File: config.mk
export PLATFORM = sky130hd
export DESIGN_NAME = spsm_ctrl
export DESIGN_NICKNAME = d
export VERILOG_FILES = /design/src/design/spsm_pkg.sv /design/src/design/spsm_ctrl.sv
export SDC_FILE = /design/constraint.sdc
export NUM_CORES = 1
export LEC_CHECK = 0
export ABC_CLOCK_PERIOD_IN_PS = 4870
export BUFFER_PORTS_ARGS = -buffer_cell sky130_fd_sc_hd__buf_2
export CORE_ASPECT_RATIO = 0.7
export CORE_MARGIN = 2
export CORE_UTILIZATION = 54
export CTS_CLUSTER_SIZE = 28
export DETAILED_ROUTE_END_ITERATION = 8
export GPL_TIMING_DRIVEN = 1
export PLACE_DENSITY = 0.79
export SETUP_SLACK_MARGIN = 0.15
export SLEW_MARGIN = 15
export SYNTH_ARGS = -nofsm -noshare
export SYNTH_HDL_FRONTEND = slang
export SYNTH_SLANG_ARGS = --single-unit
File: constraint.sdc
create_clock -name aclk -period 4.87 [get_ports aclk]
set_clock_uncertainty 0.1 [all_clocks]
set_input_delay 0.974 -clock aclk [delete_from_list [all_inputs] [get_ports aclk]]
set_output_delay 0.974 -clock aclk [all_outputs]
set_load 0.005 [all_outputs]
File: src/design/spsm_pkg.sv
// shared types, widths and status codes of the streaming pair sum matcher
// no dependencies
`default_nettype none

package spsm_pkg;

    localparam int SPSM_MAX_LEN = 1024;
    localparam int VALUE_W      = 32;
    localparam int IDX_W        = 10;
    localparam int STATUS_W     = 2;
    localparam int EPOCH_W      = 8;

    localparam logic [STATUS_W-1:0] ST_MISS    = 2'd0;
    localparam logic [STATUS_W-1:0] ST_PAIR    = 2'd1;
    localparam logic [STATUS_W-1:0] ST_IGNORED = 2'd2;
    localparam logic [STATUS_W-1:0] ST_OVER    = 2'd3;

    // one slot of the hash table; live only while tag equals the current epoch
    typedef struct packed {
        logic [EPOCH_W-1:0] tag;
        logic [VALUE_W-1:0] key;
        logic [IDX_W-1:0]   pos;
    } entry_t;

    typedef struct packed {
        logic [STATUS_W-1:0] status;
        logic [IDX_W-1:0]    cur_idx;
        logic [IDX_W-1:0]    partner_idx;
    } res_t;

endpackage

`default_nettype wire

File: src/design/spsm_ctrl.sv
// sequencer: epoch clearing, linear-probe lookup of the partner and of the value, insert
// depends on spsm_pkg, drives spsm_table
`default_nettype none

module spsm_ctrl
    import spsm_pkg::*;
#(
    parameter int MAX_LEN = SPSM_MAX_LEN,
    parameter int ADDR_W  = $clog2(SPSM_MAX_LEN) + 1
) (
    input  wire logic               aclk,
    input  wire logic               aresetn,
    input  wire logic [VALUE_W-1:0] target,
    input  wire logic               in_valid,
    output logic                    in_ready,
    input  wire logic [VALUE_W-1:0] in_value,
    input  wire logic               in_first,
    output logic                    res_valid,
    input  wire logic               res_ready,
    output res_t                    res,
    output logic                    rd_en,
    output logic [ADDR_W-1:0]       rd_addr,
    input  wire entry_t             rd_data,
    output logic                    wr_en,
    output logic [ADDR_W-1:0]       wr_addr,
    output entry_t                  wr_data
);

    localparam int CNT_W = $clog2(MAX_LEN + 1);
    localparam int TW    = ADDR_W;

    localparam logic [2:0] S_CLEAR = 3'd0;
    localparam logic [2:0] S_IDLE  = 3'd1;
    localparam logic [2:0] S_START = 3'd2;
    localparam logic [2:0] S_PROBE = 3'd3;
    localparam logic [2:0] S_OUT   = 3'd4;

    // xor fold of a key onto the table address
    function automatic logic [TW-1:0] fold(input logic [VALUE_W-1:0] k);
        logic [TW-1:0] h;
        h = '0;
        for (int i = 0; i < VALUE_W; i++) begin
            h[i % TW] = h[i % TW] ^ k[i];
        end
        return h;
    endfunction

    logic [2:0]         state_reg, state_next;
    logic [VALUE_W-1:0] val_reg, val_next;
    logic [CNT_W-1:0]   cnt_reg, cnt_next;
    logic               match_reg, match_next;
    logic [EPOCH_W-1:0] ep_reg, ep_next;
    logic [ADDR_W-1:0]  clr_addr_reg, clr_addr_next;
    logic               pend_reg, pend_next;
    logic               phase_reg, phase_next;
    logic [VALUE_W-1:0] key_reg, key_next;
    logic [ADDR_W-1:0]  addr_reg, addr_next;
    res_t               res_reg, res_next;

    logic [CNT_W+IDX_W-1:0] idx_wide;
    logic [IDX_W-1:0]       idx10;
    logic [VALUE_W:0]       need;
    logic                   live;
    logic                   same;

    assign idx_wide = {{IDX_W{1'b0}}, cnt_reg};
    assign idx10    = idx_wide[IDX_W-1:0];
    assign need     = {target[VALUE_W-1], target} - {val_reg[VALUE_W-1], val_reg};
    assign live     = (rd_data.tag == ep_reg);
    assign same     = live && (rd_data.key == key_reg);

    assign in_ready  = (state_reg == S_IDLE);
    assign res_valid = (state_reg == S_OUT);
    assign res       = res_reg;

    always_comb begin
        state_next    = state_reg;
        val_next      = val_reg;
        cnt_next      = cnt_reg;
        match_next    = match_reg;
        ep_next       = ep_reg;
        clr_addr_next = clr_addr_reg;
        pend_next     = pend_reg;
        phase_next    = phase_reg;
        key_next      = key_reg;
        addr_next     = addr_reg;
        res_next      = res_reg;
        rd_en         = 1'b0;
        rd_addr       = addr_reg;
        wr_en         = 1'b0;
        wr_addr       = clr_addr_reg;
        wr_data       = '0;

        case (state_reg)
            S_CLEAR: begin
                wr_en = 1'b1;
                if (clr_addr_reg == {ADDR_W{1'b1}}) begin
                    ep_next    = EPOCH_W'(1);
                    pend_next  = 1'b0;
                    state_next = pend_reg ? S_START : S_IDLE;
                end else begin
                    clr_addr_next = clr_addr_reg + 1'b1;
                end
            end
            S_IDLE: begin
                if (in_valid) begin
                    val_next   = in_value;
                    state_next = S_START;
                    if (in_first) begin
                        cnt_next   = '0;
                        match_next = 1'b0;
                        // tags run out: sweep the table, then carry on with this item
                        if (ep_reg == {EPOCH_W{1'b1}}) begin
                            pend_next     = 1'b1;
                            clr_addr_next = '0;
                            state_next    = S_CLEAR;
                        end else begin
                            ep_next = ep_reg + 1'b1;
                        end
                    end
                end
            end
            S_START: begin
                if (match_reg) begin
                    res_next   = '{status: ST_IGNORED, cur_idx: idx10, partner_idx: '0};
                    state_next = S_OUT;
                end else if (cnt_reg >= CNT_W'(MAX_LEN)) begin
                    res_next   = '{status: ST_OVER, cur_idx: '0, partner_idx: '0};
                    state_next = S_OUT;
                end else begin
                    rd_en      = 1'b1;
                    state_next = S_PROBE;
                    // a partner outside the 32-bit range cannot be stored
                    if (need[VALUE_W] == need[VALUE_W-1]) begin
                        key_next   = need[VALUE_W-1:0];
                        phase_next = 1'b0;
                    end else begin
                        key_next   = val_reg;
                        phase_next = 1'b1;
                    end
                    addr_next = fold(key_next);
                    rd_addr   = addr_next;
                end
            end
            S_PROBE: begin
                if (same) begin
                    if (!phase_reg) begin
                        res_next   = '{status: ST_PAIR, cur_idx: idx10,
                                       partner_idx: rd_data.pos};
                        match_next = 1'b1;
                    end else begin
                        res_next = '{status: ST_MISS, cur_idx: idx10, partner_idx: '0};
                    end
                    state_next = S_OUT;
                end else if (!live) begin
                    if (!phase_reg) begin
                        // partner absent, now look for the value itself
                        phase_next = 1'b1;
                        key_next   = val_reg;
                        addr_next  = fold(val_reg);
                        rd_en      = 1'b1;
                        rd_addr    = addr_next;
                    end else begin
                        wr_en      = 1'b1;
                        wr_addr    = addr_reg;
                        wr_data    = '{tag: ep_reg, key: val_reg, pos: idx10};
                        res_next   = '{status: ST_MISS, cur_idx: idx10, partner_idx: '0};
                        state_next = S_OUT;
                    end
                end else begin
                    addr_next = addr_reg + 1'b1;
                    rd_en     = 1'b1;
                    rd_addr   = addr_next;
                end
            end
            S_OUT: begin
                if (res_ready) begin
                    if (cnt_reg < CNT_W'(MAX_LEN)) begin
                        cnt_next = cnt_reg + 1'b1;
                    end
                    state_next = S_IDLE;
                end
            end
            default: begin
                state_next = S_IDLE;
            end
        endcase
    end

    always_ff @(posedge aclk) begin
        if (!aresetn) begin
            state_reg    <= S_CLEAR;
            cnt_reg      <= '0;
            match_reg    <= 1'b0;
            ep_reg       <= '0;
            clr_addr_reg <= '0;
            pend_reg     <= 1'b0;
        end else begin
            state_reg    <= state_next;
            cnt_reg      <= cnt_next;
            match_reg    <= match_next;
            ep_reg       <= ep_next;
            clr_addr_reg <= clr_addr_next;
            pend_reg     <= pend_next;
        end
    end

    always_ff @(posedge aclk) begin
        val_reg   <= val_next;
        phase_reg <= phase_next;
        key_reg   <= key_next;
        addr_reg  <= addr_next;
        res_reg   <= res_next;
    end

endmodule

`default_nettype wire

Word level (Yosys, flattened, before mapping)
Cells that the tools add are included.
{"block": "word_totals", "out_inout_bits": 98, "in_bits": 119, "reg_bits": 133}
{"block": "classes", "n_eq_ne": 26, "bitwise_logic": 42, "addsub": 5, "n_reduce_logical": 16, "n_mux": 84, "n_lt_le_gt_ge": 2}
{"cell": "32-bit 2-to-1 mux", "n": 9}
{"cell": "50-bit 2-to-1 mux", "n": 4}
{"cell": "11-bit 2-to-1 mux", "n": 17}
{"cell": "22-bit 2-to-1 mux", "n": 5}
{"cell": "11-bit one-hot mux with 2 select lines", "n": 3}
{"cell": "32-bit one-hot mux with 2 select lines", "n": 1}
{"cell": "22-bit one-hot mux with 2 select lines", "n": 1}
{"cell": "1-bit bitwise XOR", "n": 42}
{"cell": "5-bit AND reduction", "n": 7}
{"cell": "11-bit by 1-bit adder with 11-bit output (second input constant)", "n": 3}
{"cell": "32-bit by 32-bit subtractor with 33-bit output", "n": 1}
{"cell": "32-bit == test", "n": 1}
{"cell": "8-bit 2-to-1 mux", "n": 4}
{"cell": "3-bit 2-to-1 mux", "n": 8}
{"cell": "1-bit 2-to-1 mux", "n": 21}
{"cell": "21-bit 2-to-1 mux", "n": 1}
{"cell": "2-bit inequality test (second input constant)", "n": 10}
{"cell": "8-bit one-hot mux with 2 select lines", "n": 1}
{"cell": "3-bit one-hot mux with 5 select lines", "n": 1}
{"cell": "11-bit == test (second input constant)", "n": 1}
{"cell": "11-bit greater-or-equal comparator (second input constant)", "n": 1}
{"cell": "11-bit less-than comparator (second input constant)", "n": 1}
{"cell": "1-bit one-hot mux with 2 select lines", "n": 5}
{"cell": "3-bit inequality test (second input constant)", "n": 3}
{"cell": "15 further kinds", "n": 24}

Longest topological paths before layout
Gate-level depths: netlist of the first run.
{"block": "logic_depth", "ltp_word": 11, "mapped_depth": 14, "ltp_nobuf": 12}

Worst setup path before layout of the first run
OpenSTA, ideal clock, no wires.
{"block": "synth_path", "kind": "input -> output", "from": "in target[0]", "to": "out rd_addr[2]", "n_path_buf": 0, "setup_slack_ns": 0.278, "cell_stages": 12, "arrival_time_ns": 3.518, "path_cell_list": "inv_1 -> ha_1 -> fa_1 -> and2b_1 -> o2111ai_1 -> a21oi_2 -> a311oi_4 -> a31oi_2 -> a21oi_2 -> xor2_1 -> xor3_1 -> o221ai_1"}
{"block": "synth_via", "elab_chain_len": 11}
{"item": "start, declared", "line": "spsm_ctrl.sv:13", "source": "input wire logic [VALUE_W-1:0] target,"}
{"item": "32-bit by 32-bit subtractor with 33-bit output (*)", "line": "spsm_ctrl.sv:68", "source": "assign need = {target[VALUE_W-1], target} - {val_reg[VALUE_W-1], val_reg};"}
{"item": "1-bit == test", "line": "spsm_ctrl.sv:134", "source": "if (need[VALUE_W] == need[VALUE_W-1]) begin"}
{"item": "32-bit 2-to-1 mux (*)", "line": "spsm_ctrl.sv:134"}
{"item": "32-bit 2-to-1 mux (*)", "line": "spsm_ctrl.sv:127", "source": "end else if (cnt_reg >= CNT_W'(MAX_LEN)) begin"}
{"item": "32-bit 2-to-1 mux (*)", "line": "spsm_ctrl.sv:124", "source": "if (match_reg) begin"}
{"item": "32-bit 2-to-1 mux (*)", "line": "spsm_ctrl.sv:94", "source": "case (state_reg)"}
{"item": "1-bit bitwise XOR", "line": "spsm_ctrl.sv:43", "source": "h[i % TW] = h[i % TW] ^ k[i];"}
{"item": "1-bit bitwise XOR (*)", "line": "spsm_ctrl.sv:43"}
{"item": "11-bit 2-to-1 mux (*)"}
{"item": "11-bit 2-to-1 mux (*)", "line": "spsm_ctrl.sv:124"}
{"item": "11-bit one-hot mux with 2 select lines (*)"}
{"item": "end, declared", "line": "spsm_ctrl.sv:22", "source": "output logic [ADDR_W-1:0] rd_addr,"}
Every way passes the cells marked *; elsewhere a longest branch is shown, timed or not. The select of a mux whose other input is x is not followed.

Worst setup path after layout of the first run
{"block": "layout_path", "from": "in target[0]", "to": "out rd_addr[5]"}
Same word-level chain as after synthesis.

==> results of run 1 <==
cells in the mapped netlist (3+ instances only):
cell      number  share of area [%]
a211oi_1       7               0.59
a21o_1        14                1.2
a21oi_1       60                3.4
a311oi_1       3               0.29
a31oi_1        6               0.42
a32oi_1        3               0.29
and2_1        35                2.4
and3_1        13               0.91
buf_1          4               0.17
buf_2          9               0.50
clkbuf_1      30                1.3
dfxtp_1       46                 10
edfxtp_1      87                 29
ha_1          37                5.2
inv_1         48                2.0
mux2_1        16                2.0
mux2_2        11                1.4
mux2i_1        6               0.67
nand2_1       65                2.7
nand2b_1       8               0.56
nand3_1       19                1.1
nand4_1       28                2.0
nor2_1        70                2.9
nor2b_1       13               0.91
nor3_1        56                3.1
nor3b_1        3               0.25
nor4_1         4               0.28
o211ai_1       4               0.34
o21a_1        10               0.84
o21ai_0       36                2.0
o21ai_1       19                1.1
o21bai_1       3               0.25
o221ai_1       8               0.78
o22ai_1        3               0.21
o31ai_1        5               0.42
or2_2          3               0.21
or3_1          9               0.63
xnor2_1       95                9.3
xnor3_1        3               0.76
xor2_1        24                2.4
layer usage:
layer,vias to the layer above,GRT usage (%),wire (µm)
li1,4099,-,-
met3,84,9.186,3810
met5,-,0,0
met4,0,10.79,901
met2,578,50.12,13320
met1,4160,51.88,13360
repair_timing:
| action | 4_1_cts | 5_1_grt |
|---|---|---|
| endpoints found under the setup margin | 11 | 11 |
| hold buffers | 0 | 0 |
| buffers inserted | 11 | 3 |
| cloned | 0 | 0 |
| pin swaps | 43 | 21 |
| resized for setup | 41 | 42 |
| hold endpoints to repair | 0 | 0 |
worst reg2reg max path: stages (launching register included):
cell and delay (ps):
edfxtp_1 530, ha_4 240, fa_2 380, and2b_2 270
o2111ai_4 150, buf_4 180, a21oi_4 210, o311ai_4 110
o211ai_1 220, xnor2_2 140, buf_4 160, nand2_1 90
buf_12 260, mux2_1 470
worst paths after layout:
kind | start | endpoint | slack (ps)
worst min register to register | cnt_reg[9]$_SDFFE_PN0P_ | cnt_reg[9]$_SDFFE_PN0P_ | 390
worst max register to register | val_reg[0]$_DFFE_PP_ | key_reg[15]$_DFFE_PP_ | 1090
worst max-delay path | target[0] | rd_addr[5] | 50
worst min-delay path | cnt_reg[9]$_SDFFE_PN0P_ | cnt_reg[9]$_SDFFE_PN0P_ | 390
kinds of logic after synthesis:
kind of cell               synth area share [%]
adders and majority gates                 5.403
and+or+nand+nor                           18.65
muxes                                     4.073
buffers and inverters                     4.031
xor gates and xnor gates                  12.68
AOI/OAI and AO/OA                         15.64
DFF                                       39.53
report_power, final:
group          total (W)  internal [W]  switching [W]  leakage [nW]
Clock            0.00126      0.000681       0.000581         0.278
Combinational   0.000582      0.000277       0.000304          3.66
Sequential       0.00125       0.00122      0.0000261          1.12
Total            0.00309       0.00218       0.000912          5.05
per-stage QoR:
step	power (W)	cells	TNS, ps	area, µm²
after global placement	0.001742	1452	-241.4	10860
after detailed placement	0.001746	1452	-1210	10860
final	0.003089	1499	0	12060
after CTS	0.003029	1495	0	11750
after floorplan	0.001531	964	0	8939
after global routing	0.003184	1498	-179.0	12060
final cells by class:
type,count,area (µm²)
Clock buffer,17,425.4
Inverter,48,182.7
Tap cell,225,281.5
Antenna cell,1,2.502
Sequential cell,133,3533
Fill cell,1214,4192
Clock inverter,15,148.9
Timing Repair Buffer,321,1928
Multi-Input combinational cell,739,5555
==> run_results.csv, run 1 <==
group,metric,value,unit
global_routing,grt_pass1_vias,8316,
setup_path,rr_worst_depth,13,
timing,slew_headroom,45.29,%
floorplan,die_area,0.01761,mm²
yosys,yosysUniqueCellTypes,76,
floorplan,initial_utilization,55.01,%
setup_path,path_buf_inv,5,
clock_network,h-tree-depth,4,
yosys,synth_ff_type,"edfxtp_1",
yosys,syn_area,0.008939,mm²
timing,max_freq,207.4,MHz
setup_path,cp-end-kind,"primary output",
min_path,hold_path.class,"reg2reg",
setup_path,critPathLaunchType,"input port",
status,status,"completed",
setup_path,cpMaxStageDelayCell,"xnor3_1",
timing,min_period_over_period,99.01,%
setup_path,cp_data_arrival_time,3750,ps
timing,tightest_slew,815.1,ps
floorplan,core_area,0.01625,mm²
detailed_routing,routedWlPerCell,20.94,µm
clock_network,cts_buffers,17,
run,maxCapViolations,0,
clock_network,clkTransAtPathRegs,70,ps
cells_and_area,nets,1417,
clock_network,root_buffer,"clkbuf_16",
yosys,syn_nets,1121,
place,portBuffers,216,
detailed_routing,route.vias.total,8921,
power,peakVddDrop,0.2534,mV
yosys,yosysWarnings,0,
timing,hold_viol_final,0,
cells_and_area,post-route-util,74.21,%
detailed_routing,wl,31390,µm
detailed_routing,first_iter_violations,1174,
timing,rsz0062_at_grt,"true",
clock_network,cts_buffer_depth,2,
clock_network,clock_latency,440,ps
detailed_routing,dr.pass1.iters,5,
global_routing,track_usage,35.07,%
global_routing,grt_max_degree,53,
setup_path,cp_slowest_stage_delay,470,ps
min_path,min_path_cells,2,
setup_path,path_delay_family,"XOR/XNOR gates",
place,gp_congestion,1.074,
setup_path,required,3800,ps
place,pre_cts_slack,-260.4,ps
yosys,syn_inst,964,
timing,fin_crit,4822,ps
floorplan,ios,217,
setup_path,setup.worst_path.class,"in2out",
yosys,synth.avg_cell_area,9.272,µm²
yosys,synth_seq_cells,133,
global_routing,antenna_found_initial,1,
global_routing,grt_pass1_wl,46610,µm
yosys,synth_seq_area_share,39.53,%
clock_network,cts_tree,"yes",
timing,report.final.slew_viol_count,0,
setup_path,path_max_fanout,2,
setup_path,crit_chain,"buf_6, inv_4, ha_4, fa_2, and2b_2, o2111ai_4, buf_4, a21oi_4, buf_6, nor3_2, nand2_1, nand2_1, xor2_1, xnor3_1, o221ai_2, buf_2",
yosys,synth_edf_count,87,
clock_network,clock-sinks,133,
power,power_density,256.2,mW/mm²
global_routing,grt-ovfl-total,0,
floorplan,rows,39,
place,hpwl,23050,µm
yosys,postSynth.asyncResetShare,0,%
floorplan,die_w,157.8,µm
setup_path,path_depth,16,
power,p_leak,5.054,nW
cells_and_area,drive_gt1_share,34.64,%
cells_and_area,layout_commonest_cell,"buf_2",
cells_and_area,area_growth,34.90,%
timing,whs,388.6,ps
floorplan,die_y,111.6,µm
timing,setup_viol,0,
detailed_routing,vias_per_cell,5.951,
timing,setup_ws,48.46,ps
detailed_routing,ant_nets,0,
cells_and_area,layout_common_cells,"buf_2 (215), buf_4 (98), edfxtp_1 (87)",
detailed_routing,drc_errors,0,
Power figures use the tool's default switching activity.
==> run 2, diff against run 1 <==
- CORE_UTILIZATION: 54 -> 45
- GPL_TIMING_DRIVEN: 1 -> 0
- PLACE_DENSITY: 0.79 -> not set
- PLACE_DENSITY_LB_ADDON: not set -> 0.12
==> run_results.csv, run 2 (synthesis results as in run 1) <==
group,metric,value,unit
status,status,"finished with violations",
status,violations,"setup timing",
setup_path,r2r_start,"val_reg[0]$_DFFE_PP_",
run,maxCapViolations,0,
detailed_routing,ant_nets,0,
detailed_routing,route.vias.total,8608,
floorplan,die_w,172.5,µm
cells_and_area,drive_gt1_share,33.39,%
detailed_routing,wl,31340,µm
floorplan,die_area,0.02102,mm²
setup_path,required,3800,ps
detailed_routing,first_iter_violations,814,
global_routing,grtUsageMet1,46.17,%
floorplan,die_y,121.9,µm
cells_and_area,layout_commonest_cell,"buf_2",
floorplan,rows,43,
cells_and_area,nets,1399,
global_routing,antenna_found_initial,0,
global_routing,grt_pass1_wl,45720,µm
global_routing,gr-max-usage-layer,"met1",
place,hpwl,23490,µm
cells_and_area,n_antenna_cell,0,
floorplan,ios,217,
cells_and_area,layout_common_cells,"buf_2 (219), edfxtp_1 (87), xnor2_1 (85)",
power,p_leak,4.960,nW
clock_network,cts_hold_buf,0,
place,gp_congestion,0.9587,
clock_network,cts_buffer_depth,2,
timing,rsz0062_at_grt,"true",
timing,setup_ws,-30.50,ps
global_routing,grt_max_degree,33,
setup_path,cp-end-kind,"primary output",
global_routing,grt-ovfl-total,0,
timing,hold_viol_final,0,
setup_path,critPathLaunchType,"input port",
setup_path,setup.worst_path.class,"in2out",
clock_network,cts_tree,"yes",
setup_path,rr_worst_depth,13,
place,pre_cts_slack,-729.3,ps
cells_and_area,area_growth,37.26,%
global_routing,met3_usage,10.14,%
timing,slew_headroom,40.01,%
clock_network,clock_latency,440,ps
power,power_density,260.6,mW/mm²
min_path,hold_path.class,"reg2reg",
floorplan,initial_utilization,45.52,%
global_routing,grt_pass1_vias,7716,
timing,tightest_slew,896.6,ps
timing,report.final.slew_viol_count,0,
global_routing,track_usage,29.87,%
floorplan,core_area,0.01964,mm²
timing,setup_viol,1,
clock_network,clock-sinks,133,
detailed_routing,vias_per_cell,5.645,
detailed_routing,routedWlPerCell,20.55,µm
clock_network,root_buffer,"clkbuf_16",
timing,min_period_over_period,100.6,%
setup_path,crit_start,"target[0]",
timing,fin_crit,4901,ps
detailed_routing,drc_errors,0,
detailed_routing,dr.pass1.iters,5,
clock_network,clkTransAtPathRegs,60,ps
setup_path,path_max_fanout,4,
clock_network,h-tree-depth,4,
timing,whs,389.4,ps
setup_path,critPathCapture,"rd_addr[4]",
place,portBuffers,215,
global_routing,grt_use_met2,39.20,%
timing,max_freq,204.1,MHz
setup_path,reg2reg_slack,1150,ps
setup_path,cp_data_arrival_time,3830,ps
setup_path,r2r-end,"key_reg[15]$_DFFE_PP_",
clock_network,cts_buffers,17,
power,peakVddDrop,0.2832,mV
-- run 2: how the worst min path moves through the flow --
stage          cells past startpoint                 endpoint                    start  slack [ps]
3_3_place_gp                       2  cnt_reg[9]$_SDFFE_PN0P_  cnt_reg[9]$_SDFFE_PN0P_         360
6_report                           2  cnt_reg[9]$_SDFFE_PN0P_  cnt_reg[9]$_SDFFE_PN0P_         390
5_1_grt                            2  cnt_reg[9]$_SDFFE_PN0P_  cnt_reg[9]$_SDFFE_PN0P_         420
3_5_place_dp                       2  cnt_reg[9]$_SDFFE_PN0P_  cnt_reg[9]$_SDFFE_PN0P_         380
4_1_cts                            2  cnt_reg[9]$_SDFFE_PN0P_  cnt_reg[9]$_SDFFE_PN0P_         390
2_1_floorplan                      2  cnt_reg[9]$_SDFFE_PN0P_  cnt_reg[9]$_SDFFE_PN0P_         360
-- run 2: stage by stage --
stage / total power (W) / std cells / cell area, µm² / utilization [%] / setup TNS (ps)
after detailed placement: 0.001701 / 1452 / 10410 / 53.01 / -5759
final: 0.003197 / 1525 / 12270 / 62.48 / -30.50
after floorplan: 0.001531 / 964 / 8939 / - / 0
after global routing: 0.003305 / 1525 / 12270 / 62.48 / -487.7
after global placement: 0.001699 / 1449 / 10350 / 52.72 / -32950
after CTS: 0.003154 / 1512 / 11890 / 60.52 / -74.37
-- run 2: metal layers --
metal  vias up  part of all wire, %  wire length (µm)
met5         -                    0                 0
met4         0                  1.5               473
met3        36                   12              3783
met2       443                   39             12170
met1      4074                   48             14910
li1       4055                    -                 -
-- run 2: layout make-up --
cell class	count	area, µm²
Fill cell	1686	7368
Multi-Input combinational cell	740	5864
Sequential cell	133	3533
Timing Repair Buffer	258	1494
Clock buffer	23	510.5
Tap cell	270	337.8
Buffer	44	232.7
Inverter	48	182.7
Clock inverter	9	113.9
-- run 2: where the power goes --
part	switching [W]	internal, W
clock	0.000514	0.000846
sequential	0.0000238	0.00122
combinational	0.000317	0.000276
total	0.000855	0.00234
-- run 2: worst max-delay path, stage by stage --
cell and delay (ps):
buf_8 100, inv_4 50, ha_4 130, fa_2 190
and2b_1 200, o2111ai_2 240, a21oi_2 110, a311oi_4 300
buf_6 170, a21oi_2 80, o41a_1 360, a311oi_4 280
buf_6 180, xnor2_4 80, o221ai_2 230, buf_2 160
-- run 2: timing repair --
action                     CTS  global route
setup endpoints to repair   21            20
pin swaps                   31            33
setup buffers               26            13
gates cloned                 2             0
resized for setup          106            67
